$ cat src/hdl/wis_pkg.sv
// ----------------------------------------------------------------------------
// wis_pkg
// Shared constants and controller/datapath interface types for the
// weighted id selector.
// ----------------------------------------------------------------------------
package wis_pkg;

  // table size and derived widths
  localparam int MAX_CANDIDATES = 16;
  localparam int IDX_W   = $clog2(MAX_CANDIDATES);
  localparam int PTR_W   = $clog2(MAX_CANDIDATES + 1);
  localparam int RAW_W   = $clog2(MAX_CANDIDATES + 2);
  localparam int ID_W    = 8;
  localparam int WT_W    = 8;
  localparam int TOTAL_W = WT_W + IDX_W;
  localparam int RND_W   = 32;
  localparam int DCNT_W  = $clog2(RND_W);

  localparam logic [WT_W-1:0]   WEIGHT_MAX = {WT_W{1'b1}};
  localparam logic [RAW_W-1:0]  RAW_LIMIT  = RAW_W'(MAX_CANDIDATES);
  localparam logic [PTR_W-1:0]  TABLE_FULL = PTR_W'(MAX_CANDIDATES);
  localparam logic [DCNT_W-1:0] DCNT_LAST  = DCNT_W'(RND_W - 1);

  // result status codes
  typedef enum logic [1:0] {
    STATUS_OK         = 2'd0,
    STATUS_TOO_MANY   = 2'd1,
    STATUS_ZERO_TOTAL = 2'd2
  } status_t;

  // commands from controller to datapath
  typedef struct packed {
    logic    load;
    logic    adv;
    logic    merge;
    logic    ins_start;
    logic    shift_step;
    logic    ins_write;
    logic    rd_prev;
    logic    sum_init;
    logic    sum_step;
    logic    div_init;
    logic    div_step;
    logic    walk_step;
    logic    finish;
    status_t fin_status;
  } wis_cmd_t;

  // status from datapath to controller
  typedef struct packed {
    logic ins_en;
    logic last;
    logic too_many;
    logic at_end;
    logic id_lt;
    logic id_eq;
    logic full;
    logic at_pos;
    logic acc_zero;
    logic div_last;
    logic hit;
  } wis_sts_t;

endpackage

$ cat src/hdl/weighted_id_selector_unit.sv
// ----------------------------------------------------------------------------
// weighted_id_selector_unit
// Roulette-wheel selection over a streamed list of (id, weight) candidates.
// ----------------------------------------------------------------------------
// One candidate is taken per transaction (start high while busy is low). A
// candidate with nonzero weight, among the first 16 of its list, is searched
// for in a table kept sorted by id, one entry per cycle, then merged or, if
// the table is not full, inserted by shifting the tail up one entry per
// cycle. For the candidate with last_cand set, a list of more than 16
// candidates ends with status too-many; otherwise the unit then sums the
// table, reports a zero total as such, and else reduces random_value modulo
// the total with a bit-serial remainder unit and walks the cumulative weights.
// The result appears on chosen_id and select_status when done is high for a
// single cycle, which cannot be held off, and stays there until the next
// result; nothing is reported for other candidates.
// ----------------------------------------------------------------------------
module weighted_id_selector_unit
  import wis_pkg::*;
(
  input  logic             clk,
  input  logic             rst,
  input  logic             start,
  output logic             busy,
  input  logic [ID_W-1:0]  cand_id,
  input  logic [WT_W-1:0]  cand_weight,
  input  logic             last_cand,
  input  logic [RND_W-1:0] random_value,
  output logic             done,
  output logic [ID_W-1:0]  chosen_id,
  output logic [1:0]       select_status
);

  wis_cmd_t cmd;
  wis_sts_t sts;
  status_t  status_q;

  // controller
  wis_ctrl u_ctrl (
    .clk   (clk),
    .rst   (rst),
    .start (start),
    .sts   (sts),
    .cmd   (cmd),
    .busy  (busy),
    .done  (done)
  );

  // datapath
  wis_dp u_dp (
    .clk           (clk),
    .rst           (rst),
    .cmd           (cmd),
    .cand_id       (cand_id),
    .cand_weight   (cand_weight),
    .last_cand     (last_cand),
    .random_value  (random_value),
    .sts           (sts),
    .chosen_id     (chosen_id),
    .select_status (status_q)
  );

  assign select_status = status_q;

`ifndef SYNTH
  // a failed selection never reports an id
  a_fail_zero_id: assert property (@(posedge clk) disable iff (rst)
    done && (select_status != STATUS_OK) |-> chosen_id == '0)
    else $error("nonzero id reported with failure status");

  // result strobe lasts one cycle
  a_done_single: assert property (@(posedge clk) disable iff (rst)
    done |=> !done)
    else $error("result strobe held longer than one cycle");

  // an accepted transaction always makes the unit busy
  a_accept_busy: assert property (@(posedge clk) disable iff (rst)
    start && !busy |=> busy)
    else $error("unit not busy after accepting a transaction");

  // a result only follows work in progress
  a_done_after_busy: assert property (@(posedge clk) disable iff (rst)
    $rose(done) |-> $past(busy))
    else $error("result strobe without a transaction in progress");
`endif

endmodule

$ cat src/hdl/wis_dp.sv
// ----------------------------------------------------------------------------
// wis_dp
// Datapath: sorted id/weight table, counters, weight accumulator, bit-serial
// remainder unit and cumulative walk, all stepped by controller commands.
// ----------------------------------------------------------------------------
module wis_dp
  import wis_pkg::*;
(
  input  logic             clk,
  input  logic             rst,
  input  wis_cmd_t         cmd,
  input  logic [ID_W-1:0]  cand_id,
  input  logic [WT_W-1:0]  cand_weight,
  input  logic             last_cand,
  input  logic [RND_W-1:0] random_value,
  output wis_sts_t         sts,
  output logic [ID_W-1:0]  chosen_id,
  output status_t          select_status
);

  // table storage, one read and one write address per cycle
  logic [ID_W-1:0] ids [MAX_CANDIDATES];
  logic [WT_W-1:0] wts [MAX_CANDIDATES];

  // captured transaction
  logic [ID_W-1:0]  cid;
  logic [WT_W-1:0]  cwt;
  logic             last;
  logic [RND_W-1:0] rnd;
  logic             ins_en;

  // counters and work registers
  logic [RAW_W-1:0]   raw;
  logic [PTR_W-1:0]   count;
  logic [PTR_W-1:0]   ptr;
  logic [PTR_W-1:0]   pos;
  logic [TOTAL_W-1:0] acc;
  logic [TOTAL_W-1:0] rem;
  logic [DCNT_W-1:0]  dcnt;

  logic [RAW_W-1:0]   raw_next;
  logic [PTR_W-1:0]   rd_ptr;
  logic [IDX_W-1:0]   rd_idx;
  logic [IDX_W-1:0]   wr_idx;
  logic [ID_W-1:0]    id_rd;
  logic [WT_W-1:0]    wt_rd;
  logic [WT_W:0]      wt_sum;
  logic [WT_W-1:0]    wt_sat;
  logic [TOTAL_W:0]   rem_sh;
  logic [TOTAL_W-1:0] rem_div;
  logic [TOTAL_W-1:0] wt_ext;

  // table read port: previous entry while shifting, current otherwise
  assign rd_ptr = cmd.rd_prev ? ptr - PTR_W'(1) : ptr;
  assign rd_idx = rd_ptr[IDX_W-1:0];
  assign wr_idx = ptr[IDX_W-1:0];
  assign id_rd  = ids[rd_idx];
  assign wt_rd  = wts[rd_idx];
  assign wt_ext = TOTAL_W'(wt_rd);

  // saturating weight merge for a repeated id
  assign wt_sum = {1'b0, wt_rd} + {1'b0, cwt};
  assign wt_sat = wt_sum[WT_W] ? WEIGHT_MAX : wt_sum[WT_W-1:0];

  // one restoring remainder step
  assign rem_sh  = {rem, rnd[RND_W-1]};
  assign rem_div = (rem_sh >= {1'b0, acc}) ? TOTAL_W'(rem_sh - {1'b0, acc})
                                           : rem_sh[TOTAL_W-1:0];

  // raw candidate count saturates one above the limit
  assign raw_next = (raw <= RAW_LIMIT) ? raw + RAW_W'(1) : raw;

  // status toward the controller
  assign sts.ins_en   = ins_en;
  assign sts.last     = last;
  assign sts.too_many = raw > RAW_LIMIT;
  assign sts.at_end   = ptr == count;
  assign sts.id_lt    = id_rd < cid;
  assign sts.id_eq    = id_rd == cid;
  assign sts.full     = count >= TABLE_FULL;
  assign sts.at_pos   = ptr == pos;
  assign sts.acc_zero = acc == '0;
  assign sts.div_last = dcnt == DCNT_LAST;
  assign sts.hit      = rem < wt_ext;

  // table writes
  always_ff @(posedge clk) begin
    if (cmd.merge) begin
      wts[wr_idx] <= wt_sat;
    end else if (cmd.shift_step) begin
      ids[wr_idx] <= id_rd;
      wts[wr_idx] <= wt_rd;
    end else if (cmd.ins_write) begin
      ids[wr_idx] <= cid;
      wts[wr_idx] <= cwt;
    end
  end

  // transaction capture and work registers
  always_ff @(posedge clk) begin
    if (cmd.load) begin
      cid    <= cand_id;
      cwt    <= cand_weight;
      last   <= last_cand;
      rnd    <= random_value;
      ins_en <= (raw_next <= RAW_LIMIT) && (cand_weight != '0);
    end else if (cmd.div_step) begin
      rnd <= {rnd[RND_W-2:0], 1'b0};
    end

    if (cmd.load || cmd.sum_init || cmd.div_init) begin
      ptr <= '0;
    end else if (cmd.adv || cmd.walk_step || cmd.sum_step) begin
      ptr <= ptr + PTR_W'(1);
    end else if (cmd.ins_start) begin
      ptr <= count;
    end else if (cmd.shift_step) begin
      ptr <= ptr - PTR_W'(1);
    end

    if (cmd.ins_start) begin
      pos <= ptr;
    end

    if (cmd.sum_init) begin
      acc <= '0;
    end else if (cmd.sum_step) begin
      acc <= acc + wt_ext;
    end

    if (cmd.div_init) begin
      rem  <= '0;
      dcnt <= '0;
    end else if (cmd.div_step) begin
      rem  <= rem_div;
      dcnt <= dcnt + DCNT_W'(1);
    end else if (cmd.walk_step) begin
      rem <= rem - wt_ext;
    end

    if (cmd.finish) begin
      select_status <= cmd.fin_status;
      chosen_id     <= (cmd.fin_status == STATUS_OK && sts.hit) ? id_rd : '0;
    end
  end

  // list counters, cleared after every list
  always_ff @(posedge clk) begin
    if (rst || cmd.finish) begin
      raw   <= '0;
      count <= '0;
    end else begin
      if (cmd.load) begin
        raw <= raw_next;
      end
      if (cmd.ins_write) begin
        count <= count + PTR_W'(1);
      end
    end
  end

endmodule

$ cat src/hdl/wis_ctrl.sv
// ----------------------------------------------------------------------------
// wis_ctrl
// Controller: sequences table search, insertion shift, weight sum,
// remainder iterations and the cumulative walk.
// ----------------------------------------------------------------------------
module wis_ctrl
  import wis_pkg::*;
(
  input  logic     clk,
  input  logic     rst,
  input  logic     start,
  input  wis_sts_t sts,
  output wis_cmd_t cmd,
  output logic     busy,
  output logic     done
);

  typedef enum logic [2:0] {
    S_IDLE,
    S_SCAN,
    S_SHIFT,
    S_FIN,
    S_SUM,
    S_DIV,
    S_WALK
  } state_t;

  state_t state;
  state_t state_next;

  assign busy = state != S_IDLE;

  // next state and command decode
  always_comb begin
    state_next = state;
    cmd        = '0;
    cmd.fin_status = STATUS_OK;
    unique case (state)
      S_IDLE: begin
        if (start) begin
          cmd.load   = 1'b1;
          state_next = S_SCAN;
        end
      end
      S_SCAN: begin
        if (!sts.ins_en) begin
          state_next = S_FIN;
        end else if (!sts.at_end && sts.id_eq) begin
          cmd.merge  = 1'b1;
          state_next = S_FIN;
        end else if (!sts.at_end && sts.id_lt) begin
          cmd.adv = 1'b1;
        end else if (sts.full) begin
          state_next = S_FIN;
        end else begin
          cmd.ins_start = 1'b1;
          state_next    = S_SHIFT;
        end
      end
      S_SHIFT: begin
        if (sts.at_pos) begin
          cmd.ins_write = 1'b1;
          state_next    = S_FIN;
        end else begin
          cmd.rd_prev    = 1'b1;
          cmd.shift_step = 1'b1;
        end
      end
      S_FIN: begin
        if (!sts.last) begin
          state_next = S_IDLE;
        end else if (sts.too_many) begin
          cmd.finish     = 1'b1;
          cmd.fin_status = STATUS_TOO_MANY;
          state_next     = S_IDLE;
        end else begin
          cmd.sum_init = 1'b1;
          state_next   = S_SUM;
        end
      end
      S_SUM: begin
        if (!sts.at_end) begin
          cmd.sum_step = 1'b1;
        end else if (sts.acc_zero) begin
          cmd.finish     = 1'b1;
          cmd.fin_status = STATUS_ZERO_TOTAL;
          state_next     = S_IDLE;
        end else begin
          cmd.div_init = 1'b1;
          state_next   = S_DIV;
        end
      end
      S_DIV: begin
        cmd.div_step = 1'b1;
        if (sts.div_last) begin
          state_next = S_WALK;
        end
      end
      S_WALK: begin
        if (sts.hit || sts.at_end) begin
          cmd.finish = 1'b1;
          state_next = S_IDLE;
        end else begin
          cmd.walk_step = 1'b1;
        end
      end
      default: begin
        state_next = S_IDLE;
      end
    endcase
  end

  // state and result strobe
  always_ff @(posedge clk) begin
    if (rst) begin
      state <= S_IDLE;
      done  <= 1'b0;
    end else begin
      state <= state_next;
      done  <= cmd.finish;
    end
  end

endmodule
$ cat config.mk
export PLATFORM = sky130hd
export DESIGN_NAME = weighted_id_selector_unit
export DESIGN_NICKNAME = d
export VERILOG_FILES = /design/src/hdl/wis_pkg.sv /design/src/hdl/weighted_id_selector_unit.sv /design/src/hdl/wis_dp.sv /design/src/hdl/wis_ctrl.sv
export SDC_FILE = /design/constraint.sdc
export NUM_CORES = 1
export LEC_CHECK = 0
export BUFFER_PORTS_ARGS = -buffer_cell sky130_fd_sc_hd__buf_2
export CAP_MARGIN = 25
export CORE_MARGIN = 10
export CORE_UTILIZATION = 49
export CTS_BUF_LIST = sky130_fd_sc_hd__clkbuf_4
export CTS_CLUSTER_SIZE = 14
export DETAILED_ROUTE_END_ITERATION = 8
export GPL_ROUTABILITY_DRIVEN = 0
export GPL_TIMING_DRIVEN = 1
export PLACE_DENSITY_LB_ADDON = 0.3
export SLEW_MARGIN = 10
export SYNTH_ARGS = -nofsm -noshare
export SYNTH_HDL_FRONTEND = slang
export SYNTH_HIERARCHICAL = 1
export SYNTH_SLANG_ARGS = --single-unit
$ cat constraint.sdc
create_clock -name clk -period 7.3 [get_ports clk]
set_clock_uncertainty 0.1 [all_clocks]
set_input_delay 0.73 -clock clk [delete_from_list [all_inputs] [get_ports clk]]
set_output_delay 0.73 -clock clk [all_outputs]
set_load 0.01 [all_outputs]
Yosys cells after proc, flatten, opt, wreduce, memory -nomap -nowiden
Memories as Yosys holds them, arrays and structs flattened.
Cells that the tools add are included.
- add/subtract/negate cells: 9
- magnitude comparators: 7
- eq/ne operators: 16
- muxes and demuxes: 66
- bitwise operators: 3
- reduce and logical (&&, ||, !) cells: 20
- operators with widths (operator ; count):
    2-to-1 mux 32 bit ; 2
    2-to-1 mux 3 bit ; 18
    2-to-1 mux 12 bit ; 3
    2-to-1 mux 8 bit ; 4
    2-to-1 mux 1 bit ; 30
    one-hot mux 3 bit (7 select lines) ; 1
    adder 5 x 1 -> 5 bit, second input constant ; 4
    2-to-1 mux 5 bit ; 4
    greater-or-equal comparator 13 x 12 -> 1 bit ; 1
    adder 12 x 8 -> 12 bit ; 1
    logical NOT 12 bit ; 1
    < comparator 12 x 8 -> 1 bit ; 1
    subtractor 12 bit ; 1
    subtractor 12 x 8 -> 12 bit ; 1
    == test 5 bit ; 2
    less-or-equal comparator 5 bit, second input constant ; 2
    adder 8 x 8 -> 9 bit ; 1
    == test 3 bit, second input constant ; 3
    == test 8 bit ; 1
    < comparator 8 bit ; 1
    nonzero test 8 bit ; 1
    == test 3 x 2 -> 1 bit, second input constant ; 2
    logical OR 1 bit ; 6
    inequality test 2 bit, second input constant ; 3
    other kinds (19) ; 27
- register bits after elaboration: 113
- RAM bits: 256
- input port bits: 52
- output and inout port bits: 12
- word-level logic and storage cells: 139
- memories kept: 2
- memories (memory ; depth ; width ; read ports ; clocked after memory_dff ; wr ports ; RTL line ; source):
    u_dp.ids ; 16 ; 8 ; 1 ; 0 ; 1 ; wis_dp.sv:22 ; logic [ID_W-1:0] ids [MAX_CANDIDATES];
    u_dp.wts ; 16 ; 8 ; 1 ; 0 ; 1 ; wis_dp.sv:23 ; logic [WT_W-1:0] wts [MAX_CANDIDATES];

Logic depth before layout (Yosys ltp)
An unclocked memory read counts as a cell.
- word-level depth: 15
- mapped depth: 36

Cells and area by module
The synthesis kept the hierarchy.
- modules (own cells, without submodules) (module ; instances ; cells an instance ; area each (µm²) ; seq. area each (µm²)):
    wis_dp ; 1 ; 1236 ; 17538.1 ; 10520.1
    wis_ctrl ; 1 ; 62 ; 493.0 ; 80.1

Least setup slack after synthesis
Ideal clock, no wire load.
- kind: flip-flop to flip-flop
- start: reg u_dp.ptr[2]
- end: reg u_dp.count[0]
- setup time: 0.128 ns
- data arrival time: 7.588 ns
- slack: -0.516 ns
- cell stages (with the launch flop): 27
- clock period less this slack: 7.816 ns
- path through: dfxtp_1 -> buf_2 -> buf_1 -> clkbuf_1 -> xor2_1 -> nor3_1 -> nor4b_1 -> buf_2 -> buf_1 -> buf_2 -> xnor2_1 -> buf_2 -> clkbuf_1 -> mux4_2 -> mux4_2 -> inv_1 -> ha_1 -> and2_1 -> a21oi_2 -> o21ai_2 -> a21o_1 -> a211oi_1 -> nor2_1 -> o31ai_1 -> or2_2 -> clkbuf_1 -> nor2_1
- RTL lines (element ; RTL line ; source):
    start: declaration ; wis_dp.sv:35 ; logic [PTR_W-1:0] ptr;
    start signal: assignment ; wis_dp.sv:114 ; ptr <= ptr + PTR_W'(1);
    start signal: assignment ; wis_dp.sv:116 ; ptr <= count;
    start signal: assignment ; wis_dp.sv:118 ; ptr <= ptr - PTR_W'(1);
    end signal: assignment ; wis_dp.sv:157 ; count <= count + PTR_W'(1);
    end: declaration ; wis_dp.sv:34 ; logic [PTR_W-1:0] count;

==> qor.json <==
{
  "clock_tree": {
    "holdBufCountCts": 3,
    "clock-root-buffer": "clkbuf_4",
    "ctsLongestPathBuffers": 3,
    "ctsHtreeMaxLevel": 3,
    "clk_pin_slew_worst_paths_ns": 0.07,
    "ctsResizeCount": 0,
    "tritoncts_clock_tree": "built",
    "clk_latency_ns": 0.77,
    "number_of_sinks_on_the_clock_net": 369,
    "post-cts-setup-buffers": 0,
    "cts_inserted_buffers": 92
  },
  "sta": {
    "worst_margin_pin_slew_ns": 1.01,
    "post-route-min-period_ns": 6.70,
    "report.final.hold_viol_count": 0,
    "postLayoutSetupSlackWorst_ns": 0.600,
    "setup_total_negative_slack_ns": 0,
    "slew_viol_final": 0,
    "hold-worst-slack_ns": 0.0799,
    "post-route-period-util_pct": 91.8,
    "rsz0062_at_grt": "false",
    "maxSlewHeadroom_pct": 32.0,
    "max_clock_freq_mhz": 149,
    "setup_violating_endpoint_count_in_the_final_report": 0
  },
  "setup_path": {
    "timing.critical_path.required_ns": 7.80,
    "setup.worst_path.class": "reg -> reg",
    "end_kind": "flip-flop",
    "cp_common_cell": "o21ai_0",
    "cp_data_arrival_time_ns": 7.20,
    "critical_path_peak_fanout": 17,
    "slowest_stage": "xnor2_2",
    "crit_buf_inv": 3,
    "critical-path-max-stage-delay_ns": 0.73,
    "worstSetupStartpointType": "flip-flop",
    "critical_path.top_delay_family": "simple AND/OR/NAND/NOR gates"
  },
  "synth": {
    "asyncSetResetFlopFracSynth_pct": 0,
    "synth.lib_cells_used.distinct": 87,
    "synth_cells": 1298,
    "postSynth.topFlopCell": "edfxtp_1",
    "ys.warnings.count": 6,
    "count_of_flip_flops_with_a_built_in_enable_after_synthesis": 321,
    "synth.ff_latch_count": 369,
    "synth_area_per_cell_um2": 13.9,
    "syn-num-nets": 1404,
    "syn-cell-area_mm2": 0.0180,
    "synth_sequential_area_ratio_pct": 58.8
  },
  "finish": {
    "final_cell_mix": "321 x edfxtp_1, 131 x clkbuf_4, 84 x nor2_1",
    "syn_to_final_growth_pct": 12.0,
    "layout.cells.most_common": "edfxtp_1",
    "nNetsFinal": 1546,
    "drive_gt1_share_pct": 26.2,
    "final_core_util_pct": 55.4,
    "fill_cell_total_of_the_finished_layout": 3006
  },
  "grt": {
    "grtUsageTotal_pct": 18.8,
    "grt_max_degree": 57,
    "globalRouteOverflowTotal": 0,
    "antenna_found_initial": 2,
    "wire_length_of_the_first_global_routing_pass_mm": 65.3,
    "first_global_vias": 11600
  },
  "route": {
    "drt-pass1-iter-count": 5,
    "post_drt_via_cell_ratio": 5.78,
    "drt_wl_total_mm": 41.6,
    "first_iter_violations": 1003,
    "postRouteAntennaNets": 0,
    "num_vias": 11400,
    "drc": 0,
    "wl_per_cell_um": 21.0
  },
  "floorplan": {
    "core.rowCount": 70,
    "start_util_pct": 49.5,
    "io-pin-count": 64,
    "die_h_um": 212,
    "core_area_mm2": 0.0364,
    "area_enclosed_by_the_die_boundary_mm2": 0.0449,
    "chipWidth_um": 212
  },
  "placement": {
    "dp_hpwl_mm": 27.9,
    "pre_cts_setup_slack_ns": 0.626,
    "io_buffers": 63
  },
  "flow_run": {
    "timing.max_cap.violations": 0
  },
  "hold_path": {
    "type_of_the_worst_min_delay_path": "in -> reg"
  },
  "outcome": {
    "status": "finished clean"
  }
}
-- metrics by stage --
step	cell area, um2	std cells
after floorplan	18100	1298
after global placement	19000	1808
after detailed placement	19000	1808
after CTS	20200	1975
after global routing	20200	1980
final	20200	1980
-- kinds of logic after synthesis --
group | after synthesis | synth area share, %
AO/OA/AOI/OAI | 209 | 7.92
XOR/XNOR | 53 | 2.57
adder cells (fa/ha/maj) | 55 | 3.89
buffers and inverters | 128 | 3.06
flip-flops | 369 | 58.8
multiplexers | 164 | 14.4
AND/OR/NAND/NOR | 320 | 9.40
-- worst paths after layout --
kind | depth (start not counted) | endpoint | slack, ns | start
max | 25 | u_dp/ptr[3]$_SDFFE_PP0P_ | 0.60 | u_dp/ptr[4]$_SDFFE_PP0P_
min | 1 | u_dp/cid[5]$_DFFE_PP_ | 0.08 | cand_id[5]
max reg2reg | 25 | u_dp/ptr[3]$_SDFFE_PP0P_ | 0.60 | u_dp/ptr[4]$_SDFFE_PP0P_
min reg2reg | 2 | u_dp/dcnt[3]$_SDFFE_PP0P_ | 0.40 | u_dp/dcnt[3]$_SDFFE_PP0P_
-- synth_stat cells, drive strengths merged (36+ instances only) --
library cell	number	area [um2]
nand2	58	218
edfxtp	321	9640
nor2	86	323
o21ai	44	224
dfxtp	48	961
a21oi	52	268
and2	45	284
xnor2	39	342
mux2	36	405
mux4	72	1630
mux2i	56	561
inv	63	236
ha	52	651
-- routing by layer --
layer  track usage, %  wire (um)  share of wire [%]  vias to the layer above
li1                 -          -                  -                     5326
met1             24.5      17400                 42                     5618
met2             30.0      19900                 48                      420
met3             4.48       3110                7.5                       81
met4             6.99       1090                2.6                        2
met5                0          7              0.017                        -
-- area by class of cell --
class,count,area (um2),share of cell area (%)
Antenna cell,2,5.00,0.0248
Clock buffer,131,983,4.87
Clock inverter,33,146,0.725
Inverter,65,244,1.21
Multi-Input combinational cell,801,6950,34.4
Sequential cell,369,10600,52.5
Tap cell,468,586,2.90
Timing Repair Buffer,111,686,3.39
-- sequential cells by signal, indices dropped and copies added, names as in the netlist, 8 cells and up --
name and flops:
u_dp/chosen_id 8, u_dp/acc 12, u_dp/cid 8, u_dp/rem 12
u_dp/ids 128, u_dp/cwt 8, u_dp/wts 128, u_dp/rnd 32
Power is not shown: default switching activity piles up to over one toggle a cycle in this logic, so the estimate is an artifact.
